<file path="src/rtl/core/kci_pkg.sv">
// ----------------------------------------------------------------------------
// kci_pkg
// Shared widths, curve mode codes and pipeline payload types for the
// keyframe curve interpolator.
// ----------------------------------------------------------------------------
package kci_pkg;

    localparam int VAL_W    = 32;
    localparam int POS_W    = 17;
    localparam int FRAC_W   = 16;
    localparam int LANES    = 4;
    localparam int SQ_W     = 2 * POS_W;
    localparam int PR_W     = SQ_W + POS_W;
    localparam int CU_W     = 49;
    localparam int EXT_W    = 52;
    localparam int WGT_W    = 50;
    localparam int WGT_FRAC = 48;
    localparam int WLO_W    = 25;
    localparam int WHI_W    = WGT_W - WLO_W;
    localparam int PHI_W    = VAL_W + WHI_W;
    localparam int PLO_W    = VAL_W + WLO_W + 1;
    localparam int ACC_W    = 84;
    localparam int INT_FRAC = WGT_FRAC + FRAC_W;
    localparam int RND_W    = ACC_W - WGT_FRAC;
    localparam int WHL_W    = ACC_W - INT_FRAC;

    localparam logic [POS_W-1:0] POS_ONE = POS_W'(1) << FRAC_W;

    typedef enum logic [1:0] {
        OP_HOLD    = 2'd0,
        OP_LINEAR  = 2'd1,
        OP_BEZIER  = 2'd2,
        OP_HERMITE = 2'd3
    } curve_op_t;

    typedef logic [LANES-1:0][VAL_W-1:0] val_vec_t;
    typedef logic [LANES-1:0][WGT_W-1:0] wgt_vec_t;

    typedef struct packed {
        logic     whole;
        val_vec_t val;
    } side_t;

endpackage

</file>
<file path="src/rtl/core/kci_round.sv">
// ----------------------------------------------------------------------------
// kci_round
// Output stage: round half up or truncate toward zero, saturate, and hold
// the result item until taken.
// ----------------------------------------------------------------------------
module kci_round import kci_pkg::*; (
    input  logic                    aclk,
    input  logic                    aresetn,
    input  logic                    en,
    input  logic                    in_vld,
    input  logic                    in_whole,
    input  logic signed [ACC_W-1:0] in_acc,
    output logic                    out_vld,
    output logic [VAL_W-1:0]        out_value,
    output logic                    out_sat
);

    localparam logic signed [ACC_W-1:0] HALF = ACC_W'(1) << (WGT_FRAC - 1);

    logic                    vld_reg, vld_next;
    logic [VAL_W-1:0]        value_reg, value_next;
    logic                    sat_reg, sat_next;

    logic signed [ACC_W-1:0] rnd_sum;
    logic signed [RND_W-1:0] rnd;
    logic                    rnd_ovf, rnd_unf;
    logic signed [WHL_W-1:0] whl;
    logic                    whl_ovf, whl_unf;
    logic                    frac_nz;

    always_comb begin
        rnd_sum = in_acc + HALF;
        rnd     = rnd_sum[ACC_W-1:WGT_FRAC];
        rnd_ovf = !rnd[RND_W-1] && (rnd[RND_W-2:VAL_W-1] != '0);
        rnd_unf = rnd[RND_W-1] && (rnd[RND_W-2:VAL_W-1] != '1);

        frac_nz = (in_acc[INT_FRAC-1:0] != '0);
        whl     = in_acc[ACC_W-1:INT_FRAC] + WHL_W'(in_acc[ACC_W-1] && frac_nz);
        whl_ovf = !whl[WHL_W-1] && (whl[WHL_W-2:FRAC_W-1] != '0);
        whl_unf = whl[WHL_W-1] && (whl[WHL_W-2:FRAC_W-1] != '1);

        if (in_whole) begin
            sat_next = whl_ovf || whl_unf;
            if (whl_ovf) begin
                value_next = {1'b0, {(FRAC_W-1){1'b1}}, {FRAC_W{1'b0}}};
            end else if (whl_unf) begin
                value_next = {1'b1, {(VAL_W-1){1'b0}}};
            end else begin
                value_next = {whl[FRAC_W-1:0], {FRAC_W{1'b0}}};
            end
        end else begin
            sat_next = rnd_ovf || rnd_unf;
            if (rnd_ovf) begin
                value_next = {1'b0, {(VAL_W-1){1'b1}}};
            end else if (rnd_unf) begin
                value_next = {1'b1, {(VAL_W-1){1'b0}}};
            end else begin
                value_next = rnd[VAL_W-1:0];
            end
        end
        vld_next = en ? in_vld : vld_reg;
    end

    always_ff @(posedge aclk) begin
        if (!aresetn) begin
            vld_reg <= 1'b0;
        end else begin
            vld_reg <= vld_next;
        end
    end

    always_ff @(posedge aclk) begin
        if (en) begin
            value_reg <= value_next;
            sat_reg   <= sat_next;
        end
    end

    assign out_vld   = vld_reg;
    assign out_value = value_reg;
    assign out_sat   = sat_reg;

endmodule

</file>
<file path="config.mk">
export PLATFORM = sky130hd
export DESIGN_NAME = kci_round
export DESIGN_NICKNAME = d
export VERILOG_FILES = /design/src/rtl/core/kci_pkg.sv /design/src/rtl/core/kci_round.sv
export SDC_FILE = /design/constraint.sdc
export NUM_CORES = 1
export LEC_CHECK = 0
export BUFFER_PORTS_ARGS = -buffer_cell sky130_fd_sc_hd__buf_2
export CAP_MARGIN = 20
export CORE_UTILIZATION = 30
export CTS_BUF_LIST = sky130_fd_sc_hd__clkbuf_4 sky130_fd_sc_hd__clkbuf_8
export DETAILED_ROUTE_END_ITERATION = 7
export HOLD_SLACK_MARGIN = 0.02
export PLACE_DENSITY = 0.52
export SYNTH_ARGS = -nofsm -noshare
export SYNTH_HDL_FRONTEND = slang
export SYNTH_SLANG_ARGS = --single-unit
export TNS_END_PERCENT = 100
</file>
<file path="constraint.sdc">
create_clock -name aclk -period 5.65 [get_ports aclk]
set_clock_uncertainty 0.1 [all_clocks]
set_input_delay 0.8475 -clock aclk [delete_from_list [all_inputs] [get_ports aclk]]
set_output_delay 0.8475 -clock aclk [all_outputs]
set_load 0.02 [all_outputs]
</file>
=== Word-level counts from Yosys, hierarchy flattened ===
Cells that the tools add are included.

* Flip-flop bits (word level): 34
* Input port bits: 89
* Logic and storage cells: 25

* Add/subtract/negate cells: 2
* Equal/unequal tests: 2
* Muxes and demuxes: 6
* Reductions and logical operators: 12

{| class="wikitable"
|+ Operators with widths
! operator !! count
|-
| $mux W32 || 5
|-
| $add A84 B49 Y84 const B || 1
|-
| $reduce_bool A64 Y1 || 1
|-
| $add A20 B1 Y20 || 1
|-
| $ne A4 B4 Y1 const B || 2
|-
| $reduce_bool A4 Y1 || 2
|-
| $logic_and A1 B1 Y1 || 5
|-
| $logic_not A1 Y1 || 2
|-
| $logic_or A1 B1 Y1 || 2
|-
| $mux W1 || 1
|}

=== Depth between registers and ports, before layout ===
* Depth after elaboration: 8
* Depth in mapped cells: 15
* Depth with buffers taken out: 13

=== Least setup slack after synthesis ===
Ideal clock, no wire load.

* Kind: input -> register
* Start point: in in_acc[53]
* End point: reg value_reg[30] (netlist: out_value[30]) (data pin)
* Data arrival time: 3.436 ns
* Path slack: 1.838 ns
* Stages on the path: 15
* Buffers on the path: 2
* Cell sequence: buf_2 nor4_1 nand4_1 nor4_1 nor2_1 ha_1 ha_1 nand3_1 or3_1 o21ai_0 a2111oi_2 o21ai_2 clkbuf_1 a21oi_1 nor3_1

* Longest elaborated chain between the ends: 8
* Elaborated cells on any way between the ends: 19
* Classes of those cells: 2 x add/sub; 2 x eq/ne; 5 x mux; 10 x reduce/logical

{| class="wikitable"
|+ Ends and longest elaborated chain
! what !! line !! source
|-
| start: declaration || kci_round.sv:12 || <nowiki>input logic signed [ACC_W-1:0] in_acc,</nowiki>
|-
| $reduce_bool A64 Y1 || kci_round.sv:37 || <nowiki>frac_nz = (in_acc[INT_FRAC-1:0] != '0);</nowiki>
|-
| $logic_and A1 B1 Y1 || kci_round.sv:38 || <nowiki>whl = in_acc[ACC_W-1:INT_FRAC] + WHL_W'(in_acc[ACC_W-1] && frac_nz);</nowiki>
|-
| $add A20 B1 Y20 || kci_round.sv:38 ||
|-
| $ne A4 B4 Y1 || kci_round.sv:40 || <nowiki>whl_unf = whl[WHL_W-1] && (whl[WHL_W-2:FRAC_W-1] != '1);</nowiki>
|-
| $logic_and A1 B1 Y1 || kci_round.sv:40 ||
|-
| $mux W32 || kci_round.sv:46 || <nowiki>end else if (whl_unf) begin</nowiki>
|-
| $mux W32 || kci_round.sv:44 || <nowiki>if (whl_ovf) begin</nowiki>
|-
| $mux W32 (*) || kci_round.sv:42 || <nowiki>if (in_whole) begin</nowiki>
|-
| via value_next[30] || kci_round.sv:21 || <nowiki>logic [VAL_W-1:0] value_reg, value_next;</nowiki>
|-
| end signal: assignment || kci_round.sv:74 || <nowiki>value_reg <= value_next;</nowiki>
|-
| end: declaration || kci_round.sv:21 ||
|}

Mark *: on every way through the listed nets, which the timed path passes. The rest lies on a longest branch.
A chain may end at the register's enable or synchronous reset.

=== Final worst setup path ===
* Start point: in in_acc[58]
* End point: reg value_reg[26] (netlist: out_value[26]) (data pin)

The elaborated chain is that of the path after synthesis.

==> flow_summary.yaml <==
outcome:
  outcome: "finished clean"
die:
  top_level_ports: 123
  core_um2: 9280
  die_area_um2: 10100
  initial_core_util_pct: 31.2
  fp-row-count: 35
  die_w_um: 100
  die_h_um: 100
min_path:
  hold_depth: 2
  min_to: "out_vld"
  hold_path.class: "reg -> reg"
  hp-start: "out_vld"
detailed_routing:
  drt-total-wl_mm: 8.56
  drc_errors: 0
  wl_per_cell_um: 15.2
  vias: 2906
  viasPerCell: 5.17
  firstDrtPassIters: 4
  initialDrtViolationCount: 142
  antenna_left: 0
critical_path:
  crit_path_max_incr_delay_ns: 0.46
  regToRegEndpoint: "out_vld"
  crit_fanout: 17
  cp_slowest_cell: "a2111oi_2"
  worst_setup_path_end_kind: "register"
  reg2reg_depth: 2
  crit_chain: "buf_2, nor4_1, nand4_1, nor4_1, nor2_1, ha_1, ha_1, nand3_1, or3_1, o21ai_0, a2111oi_2, o21ai_2, o32ai_1, a21oi_1"
  critPathKind: "in -> reg"
  critical_path_arrival_ns: 4.12
  startpoint_type: "input port"
  rr_startpoint: "out_vld"
  cp_data_required_time_ns: 5.56
  rrSetupSlack_ns: 4.95
global_routing:
  grt_overflow: 0
  grt_pass1_wl_mm: 13.9
  grt.total_usage_pct: 17.6
  antenna_found_initial: 0
  grt_pass1_vias: 2813
  grt_max_degree: 35
place:
  place_hpwl_mm: 6.72
  io_buffer_count: 122
  gp_congestion: 0.849
timing:
  finalCritPeriodShare_pct: 74.4
  fin_crit_ns: 4.21
  setup_viol: 0
  rsz0062_at_grt: "no"
  relSlewSlack_pct: 41.4
  final_max_slew_viol_count: 0
  finalHoldViolCount: 0
  setup_tns_ns: 0
  fmax_mhz: 238
  tightestPinTransition_ns: 0.879
cts:
  cts_root_buf: "clkbuf_8"
  clk_path_buf_depth: 2
  cts_made_buffers: 5
  cts_tree: "built"
  clk_pin_slew_ns: 0.08
  cts.sinks: 34
  post_cts_resized: 0
  cts_setup_buffers: 0
  clock_latency_ns: 0.28
  postCtsHoldBufs: 0
  htree_levels: 2
run:
  max_cap_viol_count: 0
power_and_ir_drop:
  power.density_nw_per_um2: 210
  ir_drop_mv: 0.0892
  p_leak_nw: 1.41
final_layout:
  final_cell_mix: "122 x buf_2, 33 x edfxtp_1, 26 x nor2_1"
  fin_util_pct: 40.1
  final_common_cell: "buf_2"
  nFillCells: 986
  drive_above_1_share_pct: 37.2
  nets: 524
  area_delta_synth_final_pct: 28.5
  num_antenna_cells: 0
synthesis:
  synth_top_area_share_pct: 34.2
  ys_warn_count: 0
  yosysUniqueCellTypes: 55
  netlist_top_cells_area: "edfxtp_1 34%, xor2_1 6.6%, xnor2_1 6.3%"
  ys_seq_area_share_pct: 34.9
  syn_avg_cell_area_um2: 9.08
  ys_ff_latch: 34
  synth_nets: 411
  syn_inst: 319
  syn-cell-area_um2: 2900
  yosys.area.top_type: "edfxtp_1"
-- sequential cells by signal, summed over array words and instances, names as in the netlist --
| register | count |
|---|---|
| out_value | 32 |
| out_sat | 1 |
| out_vld | 1 |
-- cells in the mapped netlist (all sizes together) --
cell,n
nand2,18
o21a,1
nand4,20
nor2b,3
a41oi,1
nor3,20
buf,13
or3,4
clkbuf,4
o21ai,19
o211ai,3
ha,3
edfxtp,33
xor2,22
o22ai,1
mux2i,1
and4,5
a21oi,15
mux2,2
xnor2,21
inv,9
nand3,25
o311ai,1
a311o,1
o21bai,1
o31a,2
a31oi,1
o32ai,1
and2,1
nor4,23
or4,3
and3,6
nor4b,1
a21boi,1
dfxtp,1
or2,1
a2111oi,1
o221ai,5
nor2,26
-- through the flow --
step	hold WS, ns	cell area [um2]	total power (W)	setup WS [ns]	cells
2_1_floorplan	0.489	2900	0.000428	1.84	319
3_5_place_dp	0.417	3590	0.000512	1.14	554
4_1_cts	0.431	3720	0.000788	1.45	562
6_report	0.423	3720	0.000783	1.44	562
3_3_place_gp	0.395	3590	0.000512	1.23	554
5_1_grt	0.440	3720	0.000819	1.26	562
-- logic make-up after synthesis --
kind of cell / Yosys count / synth area share [%]
simple gates: 156 / 31.6
compound gates: 54 / 13.8
xor+xnor: 43 / 13.0
flops: 34 / 34.9
buf+inv: 26 / 4.32
mux: 3 / 1.12
fa+ha+maj: 3 / 1.30
-- power breakdown --
group          leakage (nW)  internal [W]  switching, W
clock                0.0683      0.000177      0.000100
combinational          1.01     0.0000722      0.000123
sequential            0.330      0.000306    0.00000503
-- layer usage --
metal / track usage [%] / up-vias / share of wire (%)
li1: - / 1448 / -
met1: 23.0 / 1355 / 45
met2: 28.9 / 95 / 49
met3: 2.72 / 8 / 4.8
met4: 7.25 / 0 / 1.2
met5: 0 / - / 0
-- worst max-delay path by stage --
stage	from	endpoint	slack (ns)	cells past startpoint
after global routing	in_acc[58]	out_value[23]	1.26	14
after global placement	in_acc[58]	out_value[20]	1.23	14
after floorplan	in_acc[53]	out_value[30]	1.84	15
after detailed placement	in_acc[62]	out_value[23]	1.14	14
final	in_acc[58]	out_value[26]	1.44	14
after CTS	in_acc[62]	out_value[23]	1.45	14
-- critical path: cells and delay by family --
family / cells / cell delay [ns]
AO/OA/AOI/OAI: 5 / 1.32
adder cells (fa/ha/maj): 2 / 0.47
buffers and inverters: 1 / 0.15
AND/OR/NAND/NOR: 6 / 1.32
-- final cells by class --
type / count / area (um2) / area share (%)
Sequential cell: 34 / 1010 / 27.2
Multi-Input combinational cell: 259 / 1760 / 47.3
Clock buffer: 5 / 68.8 / 1.85
Tap cell: 129 / 161 / 4.33
Inverter: 9 / 33.8 / 0.907
Clock inverter: 3 / 68.8 / 1.85
Timing Repair Buffer: 123 / 618 / 16.6
No activity file was read; power rests on OpenSTA's default activity.
